$ cat config.mk
export PLATFORM = sky130hd
export DESIGN_NAME = life_grid_generation_step
export DESIGN_NICKNAME = d
export VERILOG_FILES = /design/src/rtl/lgs_pkg.sv /design/src/rtl/lgs_cell.sv /design/src/rtl/life_grid_generation_step.sv
export SDC_FILE = /design/constraint.sdc
export NUM_CORES = 2
export LEC_CHECK = 0
export BUFFER_PORTS_ARGS = -buffer_cell sky130_fd_sc_hd__buf_2
export CORE_UTILIZATION = 65
export DETAILED_ROUTE_END_ITERATION = 6
export PLACE_DENSITY = 0.79
export SYNTH_ARGS = -nofsm -noshare
export SYNTH_HDL_FRONTEND = slang
export SYNTH_SLANG_ARGS = --single-unit
$ cat constraint.sdc
create_clock -name clock -period 3.33 [get_ports clock]
set_input_delay 0.4995 -clock clock [delete_from_list [all_inputs] [get_ports clock]]
set_output_delay 0.4995 -clock clock [all_outputs]
set_load 0.1 [all_outputs]
$ cat src/rtl/lgs_pkg.sv
// Shared types and constants for the life grid generation step block.
package lgs_pkg;

   localparam int INDEX_WIDTH = 8;
   localparam int INDEX_SPAN  = 1 << INDEX_WIDTH;

   localparam logic [1:0] OP_WRITE   = 2'd0;
   localparam logic [1:0] OP_READ    = 2'd1;
   localparam logic [1:0] OP_ADVANCE = 2'd2;

   localparam logic [3:0] BIRTH_COUNT  = 4'd3;
   localparam logic [3:0] SURVIVE_LOW  = 4'd2;
   localparam logic [3:0] SURVIVE_HIGH = 4'd3;

   // Command broadcast from the controller to every cell.
   typedef struct packed {
      logic write;
      logic advance;
      logic value;
   } cell_cmd_type;

endpackage

$ cat src/rtl/lgs_cell.sv
// One grid cell: its state bit, neighbor count, B3/S23 rule and address match.
module lgs_cell #(
   parameter int CELL_INDEX = 0
) (
   input  logic                              clock,
   input  logic                              reset,
   input  lgs_pkg::cell_cmd_type             cmd,
   input  logic [lgs_pkg::INDEX_WIDTH-1:0]   index,
   input  logic [7:0]                        neighbors,
   output logic                              state,
   output logic                              hit
);
   import lgs_pkg::*;

   localparam bit ADDRESSABLE = CELL_INDEX < INDEX_SPAN;
   localparam logic [INDEX_WIDTH-1:0] CELL_ADDR = INDEX_WIDTH'(CELL_INDEX % INDEX_SPAN);

   logic       state_ff;
   logic       state_in;
   logic       match;
   logic [3:0] count;
   logic       rule_next;

   assign match = ADDRESSABLE && (index == CELL_ADDR);
   assign count = 4'($countones(neighbors));

   always_comb begin
      if (state_ff) begin
         rule_next = (count >= SURVIVE_LOW) && (count <= SURVIVE_HIGH);
      end else begin
         rule_next = (count == BIRTH_COUNT);
      end
   end

   always_comb begin
      priority if (cmd.advance) begin
         state_in = rule_next;
      end else if (cmd.write && match) begin
         state_in = cmd.value;
      end else begin
         state_in = state_ff;
      end
   end

   always_ff @(posedge clock) begin
      if (reset) begin
         state_ff <= 1'b0;
      end else begin
         state_ff <= state_in;
      end
   end

   assign state = state_ff;
   assign hit   = match & state_ff;

endmodule

$ cat src/rtl/life_grid_generation_step.sv
// Top level: grid of life cells, command decode and read-out path.
// A write or an advance gives its result in the cycle after the item is accepted;
// a read registers the row reduction, then the column reduction, before its result.
// The controller holds one item until its result is taken, so no new item is
// accepted before the response handshake completes.
// An advance updates every cell at once from its neighbors' registers.
// Synchronous active-high reset clears every cell to dead and idles the controller.
module life_grid_generation_step #(
   parameter int GRID_SIDE = 16
) (
   input  logic                            clock,
   input  logic                            reset,
   input  logic                            req_valid,
   output logic                            req_ready,
   input  logic [1:0]                      req_operation,
   input  logic [lgs_pkg::INDEX_WIDTH-1:0] req_cell_index,
   input  logic                            req_cell_value,
   output logic                            rsp_valid,
   input  logic                            rsp_ready,
   output logic                            rsp_cell_state
);
   import lgs_pkg::*;

   localparam int CELLS    = GRID_SIDE * GRID_SIDE;
   localparam int PAD_SIDE = GRID_SIDE + 2;

   typedef enum logic [2:0] {
      ST_IDLE = 3'b001,
      ST_READ = 3'b010,
      ST_RESP = 3'b100
   } state_type;

   state_type              state_ff, state_in;
   logic                   rsp_state_ff, rsp_state_in;
   logic [GRID_SIDE-1:0]   row_hit_ff, row_hit_in;
   logic [GRID_SIDE-1:0]   row_hit;
   logic [CELLS-1:0]       grid;
   logic [CELLS-1:0]       cell_hit;
   logic [PAD_SIDE*PAD_SIDE-1:0] pad;
   logic                   accept;
   cell_cmd_type           cmd;

   assign req_ready = (state_ff == ST_IDLE);
   assign accept    = req_valid & req_ready;
   assign rsp_valid = (state_ff == ST_RESP);
   assign rsp_cell_state = rsp_state_ff;

   assign cmd.write   = accept && (req_operation == OP_WRITE);
   assign cmd.advance = accept && (req_operation == OP_ADVANCE);
   assign cmd.value   = req_cell_value;

   // The grid surrounded by a ring of dead cells, so every cell sees eight neighbors.
   for (genvar pr = 0; pr < PAD_SIDE; pr++) begin : g_pad_row
      for (genvar pc = 0; pc < PAD_SIDE; pc++) begin : g_pad_col
         if (pr == 0 || pc == 0 || pr == PAD_SIDE - 1 || pc == PAD_SIDE - 1) begin : g_edge
            assign pad[pr*PAD_SIDE+pc] = 1'b0;
         end else begin : g_inner
            assign pad[pr*PAD_SIDE+pc] = grid[(pr-1)*GRID_SIDE+(pc-1)];
         end
      end
   end

   for (genvar r = 0; r < GRID_SIDE; r++) begin : g_row
      for (genvar c = 0; c < GRID_SIDE; c++) begin : g_col
         localparam int P = (r + 1) * PAD_SIDE + (c + 1);
         logic [7:0] nbr;
         assign nbr = {pad[P-PAD_SIDE-1], pad[P-PAD_SIDE], pad[P-PAD_SIDE+1],
                       pad[P-1], pad[P+1],
                       pad[P+PAD_SIDE-1], pad[P+PAD_SIDE], pad[P+PAD_SIDE+1]};
         lgs_cell #(
            .CELL_INDEX(r * GRID_SIDE + c)
         ) u_cell (
            .clock     (clock),
            .reset     (reset),
            .cmd       (cmd),
            .index     (req_cell_index),
            .neighbors (nbr),
            .state     (grid[r*GRID_SIDE+c]),
            .hit       (cell_hit[r*GRID_SIDE+c])
         );
      end
      assign row_hit[r] = |cell_hit[r*GRID_SIDE +: GRID_SIDE];
   end

   always_comb begin
      state_in     = state_ff;
      rsp_state_in = rsp_state_ff;
      row_hit_in   = row_hit_ff;
      unique case (state_ff)
         ST_IDLE: begin
            if (accept) begin
               row_hit_in = row_hit;
               if (req_operation == OP_READ) begin
                  state_in = ST_READ;
               end else begin
                  rsp_state_in = 1'b0;
                  state_in     = ST_RESP;
               end
            end
         end
         ST_READ: begin
            rsp_state_in = |row_hit_ff;
            state_in     = ST_RESP;
         end
         ST_RESP: begin
            if (rsp_ready) begin
               state_in = ST_IDLE;
            end
         end
         default: begin
            state_in = ST_IDLE;
         end
      endcase
   end

   always_ff @(posedge clock) begin
      if (reset) begin
         state_ff <= ST_IDLE;
      end else begin
         state_ff <= state_in;
      end
   end

   always_ff @(posedge clock) begin
      rsp_state_ff <= rsp_state_in;
      row_hit_ff   <= row_hit_in;
   end

   // Only one cell can match an index, so at most one row reports a hit.
   a_single_row_hit : assert property (@(posedge clock) disable iff (reset)
      (state_ff == ST_READ) |-> $onehot0(row_hit_ff))
      else $error("more than one row matched a read index");

   a_one_item_in_flight : assert property (@(posedge clock) disable iff (reset)
      accept |=> !req_ready)
      else $error("new item taken while one is in flight");

   a_advance_gives_zero : assert property (@(posedge clock) disable iff (reset)
      (accept && req_operation == OP_ADVANCE) |=> (rsp_valid && !rsp_cell_state))
      else $error("advance item did not give a zero result next cycle");

endmodule
# After elaboration in Yosys (flattened, before gate mapping)
# Cells that the tools add are included.
[word_totals] ff_bits=276 in_bits=15 wordCells=4269
[classes] n_addsub=1154 n_lt_le_gt_ge=512 eq_ne=519 mux=775 n_bitwise=257 reduce_logical=793
[op_table] cell="$add 4x4->4" count=644
[op_table] cell="$eq 4x2->1 const B" count=256
[op_table] cell="$eq 8x8->1 const B" count=128
[op_table] cell="$ge 4x2->1 const B" count=256
[op_table] cell="$le 4x2->1 const B" count=256
[op_table] cell="$add 1x1->2" count=450
[op_table] cell="$mux 1" count=770
[op_table] cell="$logic_and 1x1->1" count=514
[op_table] cell="$reduce_bool 2->1" count=257
[op_table] cell="$eq 8x7->1 const B" count=64
[op_table] cell="$reduce_or 16->1" count=17
[op_table] cell="$and 1x1->1" count=257
[op_table] cell="$eq 8x6->1 const B" count=32
[op_table] cell="$eq 8x5->1 const B" count=16
[op_table] cell="$add 4x1->4" count=30
[op_table] cell="$add 1x4->4" count=27
[op_table] cell="$eq 8x4->1 const B" count=8
[op_table] cell="$eq 8x3->1 const B" count=4
[op_table] cell="$eq 8x2->1 const B" count=2
[op_table] cell="$add 1x2->3" count=3
[op_table] cell="$mux 3" count=3
[op_table] cell="$pmux 3 s3" count=1
[op_table] cell="$eq 8x1->1 const B" count=1
[op_table] cell="$logic_not 8->1" count=1
[op_table] cell="11 further kinds" count=13

# Depth between registers and ports, before layout
[depth] word_depth=7 depth_mapped=12

# Modules after synthesis
# Synthesis repeated with hierarchy kept, for this count alone.
[hier_totals] hier_cells=9036 hier_area_um2=73868.3
[by_module_without_submodules] mod="lgs_cell at g_row[10].g_col[11].u_cell ..." instances=64 cells_per_inst=35 area_each_um2=282.8
[by_module_without_submodules] mod="lgs_cell at g_row[10].g_col[12].u_cell ..." instances=64 cells_per_inst=35 area_each_um2=280.3
[by_module_without_submodules] mod="lgs_cell at g_row[11].g_col[12].u_cell ..." instances=24 cells_per_inst=35 area_each_um2=277.8
[by_module_without_submodules] mod="lgs_cell at g_row[0].g_col[15].u_cell ..." instances=20 cells_per_inst=35 area_each_um2=286.5
[by_module_without_submodules] mod="lgs_cell at g_row[0].g_col[11].u_cell ..." instances=17 cells_per_inst=35 area_each_um2=299.0
[by_module_without_submodules] mod="lgs_cell at g_row[10].g_col[10].u_cell ..." instances=16 cells_per_inst=35 area_each_um2=285.3
[by_module_without_submodules] mod="lgs_cell at g_row[0].g_col[10].u_cell ..." instances=16 cells_per_inst=35 area_each_um2=281.5
[by_module_without_submodules] mod="lgs_cell at g_row[0].g_col[1].u_cell ..." instances=8 cells_per_inst=29 area_each_um2=257.7
[by_module_without_submodules] mod="life_grid_generation_step" instances=1 cells_per_inst=124 area_each_um2=1253.7
[by_module_without_submodules] mod="lgs_cell at g_row[4].g_col[1].u_cell ..." instances=4 cells_per_inst=35 area_each_um2=304.0
[by_module_without_submodules] mod="lgs_cell at g_row[1].g_col[4].u_cell ..." instances=4 cells_per_inst=35 area_each_um2=301.5
[by_module_without_submodules] mod="lgs_cell at g_row[13].g_col[15].u_cell ..." instances=4 cells_per_inst=35 area_each_um2=300.3
[by_module_without_submodules] mod="lgs_cell at g_row[0].g_col[12].u_cell ..." instances=4 cells_per_inst=35 area_each_um2=296.5
[by_module_without_submodules] mod="lgs_cell at g_row[11].g_col[15].u_cell ..." instances=4 cells_per_inst=35 area_each_um2=294.0
[by_module_without_submodules] mod="4 more rows"

# Least setup slack after synthesis
# OpenSTA, ideal clock, no wires.
[synth_path] path_kind="reg-to-output" from="reg state_ff[2]" to="out rsp_valid" t_arrival_ns=2.549 t_required_ns=2.830 slack_ns=0.281 path_stages_with_launch=4 path_buffers=1 path_cell_list="dfxtp_1 buf_2 inv_1 nor3_1"
[synth_between] elab_chain_cells=1
[synth_lines] element="start: declaration" line="life_grid_generation_step.sv:33" text="state_type state_ff, state_in;"
[synth_lines] element="start signal: assignment" line="life_grid_generation_step.sv:120" text="state_ff <= state_in;"
[synth_lines] element="$eq 3x3->1" line="life_grid_generation_step.sv:45" text="assign rsp_valid = (state_ff == ST_RESP);"
[synth_lines] element="end: declaration" line="life_grid_generation_step.sv:18" text="output logic rsp_valid,"
# No other way between the ends.

# Worst setup path in the final report
[layout_path] from="reg g_row[10].g_col[12].u_cell.state_ff" to="reg g_row[10].g_col[11].u_cell.state_ff"
[layout_between] elab_chain_cells=7
[layout_lines] element="start: declaration" line="lgs_cell.sv:18" text="logic state_ff;"
[layout_lines] element="start signal: assignment" line="lgs_cell.sv:49" text="state_ff <= state_in;"
[layout_lines] element="$add 1x1->2 (not written as such) *" line="lgs_cell.sv:25" text="assign count = 4'($countones(neighbors));"
[layout_lines] element="$add 4x4->4 (not written as such) * (2 in series)" line="lgs_cell.sv:25"
[layout_lines] element="$ge 4x2->1 or $le 4x2->1 (tied branches)" line="lgs_cell.sv:29" text="rule_next = (count >= SURVIVE_LOW) && (count <= SURVIVE_HIGH);"
[layout_lines] element="$logic_and 1x1->1" line="lgs_cell.sv:29"
[layout_lines] element="$mux 1 *" line="lgs_cell.sv:28" text="if (state_ff) begin"
[layout_lines] element="$mux 1 *" line="lgs_cell.sv:36" text="priority if (cmd.advance) begin"
[layout_lines] element="end signal: assignment" line="lgs_cell.sv:49"
[layout_lines] element="end: declaration" line="lgs_cell.sv:18"
# Every way passes the cells marked *; elsewhere a longest branch is shown, timed or not.
# A chain may end at the register's enable or synchronous reset.

==> results <==
- The post-route total power is approximately 15 mW.
- In this run the vertical extent of the chip is between 200 and 300 um.
- The pin count of the biggest net entering global routing is 93.
- The share of the synthesized area in compound gates (AO/OA/AOI/OAI) is 0.159.
- For this run, the number of Yosys warnings is 0.
- The first-pass GRT wire length is ~280 mm.
- After synthesis, the netlist uses 75 different library cells.
- The flow ran to the end, and the final reports show no timing, DRC or antenna violations.
- The core footprint is 80,400 um^2.
- In this run the remaining antenna-violating nets after routing total 0.
- The final-report setup violation count is 0.
- Row generation in the floorplan step produced roughly 100 rows.
- IR analysis of the VDD net gives a maximum drop of 0.320 mV.
- The signed area change from the synthesized netlist to the final layout is 8.61%.
- The detailed-route wire length per cell is 25.7 um.
- The clock root buffer master is sky130_fd_sc_hd__clkbuf_16.
- Of the total synthesized cell area, the portion taken by full adders, half adders and majority gates is 0.489.
- In the post-synthesis netlist, the cell with the most instances is sky130_fd_sc_hd__inv_1.
- Fill cells in the final layout number 6,104.
- The number of buffers added by the clock tree synthesis step is roughly 40.
- The share of cells above drive strength 1 is 0.0849.
- Of the post-synthesis cell area, the dominant cell type holds 0.269.
- At the pin with the least slew margin, the transition time is approximately 1.3 ns.
- The global routing usage summed across all routing layers is 0.449.
- Dividing the detail-routed via count by the number of cells gives between 6 and 7.
- The final setup skew is roughly 0.021 ns.
- The commonest cells after synthesis are sky130_fd_sc_hd__inv_1, sky130_fd_sc_hd__ha_1, sky130_fd_sc_hd__fa_1.
- The arrival time at the worst endpoint is 3.73 ns.
- Counting every net in the synthesized netlist gives 7,482.
- The clock tree from TritonCTS is yes.
- The maximum fanout along the worst path is 5.
- The nature of the critical path endpoint is a flip-flop.
- Measured against its own limit, the worst slew margin works out to 0.156.
- The later pin in the worst-skew pair is clocked with a latency of 0.61 ns.
- The multi-input combinational cell area is about 42,000 um^2.
- The clock sink count is 276.
- The remaining global-route overflow is 0.
- The sequential-to-total area share from yosys stat is 0.108.
- The width of the die is 287 um.
- Setup repair after global routing could not meet its margin everywhere.
- The top-level I/O count is 18.
- The synthesized netlist cell count is ~6,000.
- The number of global-route vias before repair came to ~47,000.
- The leakage power is 29.8 nW.
- The most frequently used flop master after synthesis is sky130_fd_sc_hd__dfxtp_1.
- The die covers between 80,000 and 90,000 um^2.
- The critical path is of the flip-flop to flip-flop type.
- The initial utilization of the core area, before any placement, comes to 0.656.
- At the end of routability-driven placement, the weighted congestion stood at 1.03.
- The number of antenna violations at the first check in global routing is 5.
- The peak clock frequency supported by timing is roughly 300 MHz.
- The total of flip-flops plus latches after synthesis is ~280.
- The number of setup buffers added after CTS is 0.
- After synthesis, the largest family of logic cells by area is adder cells.
- The biggest area consumer among synthesized cells is sky130_fd_sc_hd__fa_1.
- The clock period minus final worst setup slack is 3.23 ns.
- In this run the deepest clock path goes through 3 buffers.
- The setup slack of the worst register-to-register path is between 0.09 and 0.1 ns.
- The first TritonRoute pass finished after 7 iterations.
- The share of synthesized area spent on multiplexers is 0.0122.
- The register clock-pin slew on the reported worst setup and hold paths is 0.06 ns.
- Dividing total power by cell area gives a power density of 254 nW/um^2.
- After synthesis, the mean cell area works out to between 9 and 10 um^2.
- The mapped netlist covers between 50,000 and 60,000 um^2.
- The class of the tightest hold or removal check is input pin to flip-flop.
- The post-DP HPWL is 146 mm.
- In this run, synthesis inferred 17 flip-flops with an integrated enable.
- The share of the synthesized netlist area taken by xor and xnor gates is 0.0344.
- The area fraction in and, or, nand and nor cells after synthesis is 0.0943.
- For this run, the post-layout net count is 7,612.
- The number of violations reported at the end of detailed-routing iteration 0 is around 5,700.
- The count of endpoints failing hold in the final timing report is 0.
- The fraction of registers with async set/reset is 0.
- The required arrival time at the worst endpoint is approximately 3.8 ns.
- The total count of max-transition violations in the final report is 0.
- Across the whole layout, storage elements account for 5760 um^2.
- At the end of the flow the core is filled with cells to 0.713.
- The total of buffers placed on input and output ports is 17.
- The share of the clock period used by the worst path after layout is 0.971.
- The clock tree synthesis step divided the H-tree into 2 levels.
- Summed over all layers, the routed wires come to 181 mm.
- The startpoint type of the worst setup path is a flip-flop.
- Detailed routing inserted a total of 46,557 vias.
- Ranked by total cell area, the synthesized netlist is headed by sky130_fd_sc_hd__fa_1, sky130_fd_sc_hd__ha_1, sky130_fd_sc_hd__dfxtp_1, sky130_fd_sc_hd__inv_1, sky130_fd_sc_hd__a221oi_1.
- Across the run, the number of max-cap violations was 0.
- The remaining design rule violation count is 0.
## worst paths after layout
check | startpoint | endpoint | depth (start not counted)
max | g_row[10].g_col[12].u_cell.state | g_row[10].g_col[11].u_cell.state | 11
min | req_valid | state_ff[1] | 3
max reg2reg | g_row[10].g_col[12].u_cell.state | g_row[10].g_col[11].u_cell.state | 11
min reg2reg | g_row[9].g_col[6].u_cell.state | g_row[9].g_col[6].u_cell.state | 2
## report_power, final
group	internal, mW	leakage [nW]	switching [mW]
Combinational	2.37	26.8	3.59
Clock	2.69	0.667	1.95
Sequential	3.54	2.30	0.425
Total	8.60	29.8	5.96
## placed cells by master, fill, tap and decap left out, types with 33 or more instances in the layout
master / netlist / layout
sky130_fd_sc_hd__inv_1: 1167 / 1166
sky130_fd_sc_hd__ha_1: 929 / 926
sky130_fd_sc_hd__fa_1: 709 / 709
sky130_fd_sc_hd__nor2_1: 487 / 486
sky130_fd_sc_hd__a21oi_1: 360 / 360
sky130_fd_sc_hd__buf_4: 0 / 293
sky130_fd_sc_hd__a221oi_1: 251 / 250
sky130_fd_sc_hd__o211ai_1: 220 / 220
sky130_fd_sc_hd__dfxtp_1: 259 / 206
sky130_fd_sc_hd__xor2_1: 183 / 183
sky130_fd_sc_hd__o21ai_0: 177 / 177
sky130_fd_sc_hd__and2_1: 108 / 108
sky130_fd_sc_hd__nand2_1: 84 / 84
sky130_fd_sc_hd__nand4_1: 81 / 81
sky130_fd_sc_hd__a211oi_1: 71 / 71
sky130_fd_sc_hd__dfxtp_2: 0 / 53
sky130_fd_sc_hd__nor2b_1: 46 / 45
sky130_fd_sc_hd__clkbuf_16: 0 / 43
sky130_fd_sc_hd__mux2i_1: 36 / 36
sky130_fd_sc_hd__nor3_1: 39 / 35
sky130_fd_sc_hd__nand3_1: 33 / 33
## state kept, by name, summed over array words and instances, names as in the netlist
signal / flops
g_row.g_col.u_cell.state: 256
row_hit_ff: 16
state_ff: 3
rsp_cell_state: 1
## per-layer routing
layer  routed length [um]  global-route usage  up-vias
met5                   62                   0        -
met4                12700               0.248        6
met3                26500               0.152      715
met2                73700               0.636     3206
met1                68500               0.601    22344
li1                     -                   -    20286
## kinds of logic after synthesis
| logic type | count (synthesis) |
|---|---|
| compound gates | 1249 |
| mux | 59 |
| buf+inv | 1408 |
| fa+ha+maj | 1638 |
| xor+xnor | 207 |
| simple gates | 992 |
| flops | 276 |
## metrics by stage
| step | TNS [ns] | hold slack, ns | setup slack, ns | instance area (um^2) | std cells |
|---|---|---|---|---|---|
| global route | -0.0443 | 0.290 | -0.0443 | 57300 | 7047 |
| finish | 0 | 0.266 | 0.0959 | 57300 | 7048 |
| detailed placement | 0 | 0.573 | 0.0172 | 55900 | 6976 |
| global placement | -0.00308 | 0.550 | -0.00308 | 55900 | 6976 |
| floorplan | 0 | 0.510 | 0.281 | 52800 | 5829 |
| CTS | 0 | 0.233 | 0.0669 | 57200 | 7047 |
## worst max-delay path, cell delays in order, from the launching register on
cell and delay, ns:
sky130_fd_sc_hd__dfxtp_1 0.44, sky130_fd_sc_hd__buf_4 0.20, sky130_fd_sc_hd__ha_1 0.23, sky130_fd_sc_hd__inv_1 0.07
sky130_fd_sc_hd__fa_1 0.48, sky130_fd_sc_hd__fa_1 0.56, sky130_fd_sc_hd__inv_1 0.04, sky130_fd_sc_hd__ha_1 0.20
sky130_fd_sc_hd__fa_1 0.45, sky130_fd_sc_hd__nor2_1 0.11, sky130_fd_sc_hd__o211ai_1 0.12, sky130_fd_sc_hd__a211oi_1 0.25
## what timing repair did
action	4_1_cts	5_1_grt
cloned	0	0
hold buffers	0	0
gates resized for setup	1	56
setup endpoints to repair	1	43
## final cells by class
class	count	share of cell area
sequential	276	0.101
clock buffer	62	0.0221
multi-input combinational	4145	0.729
antenna	1	0.0000437
timing repair buffer	327	0.0470
clock inverter	9	0.00133
tap	1060	0.0231
inverter	1168	0.0765
Note: power is estimated with default switching activity, not from simulation.
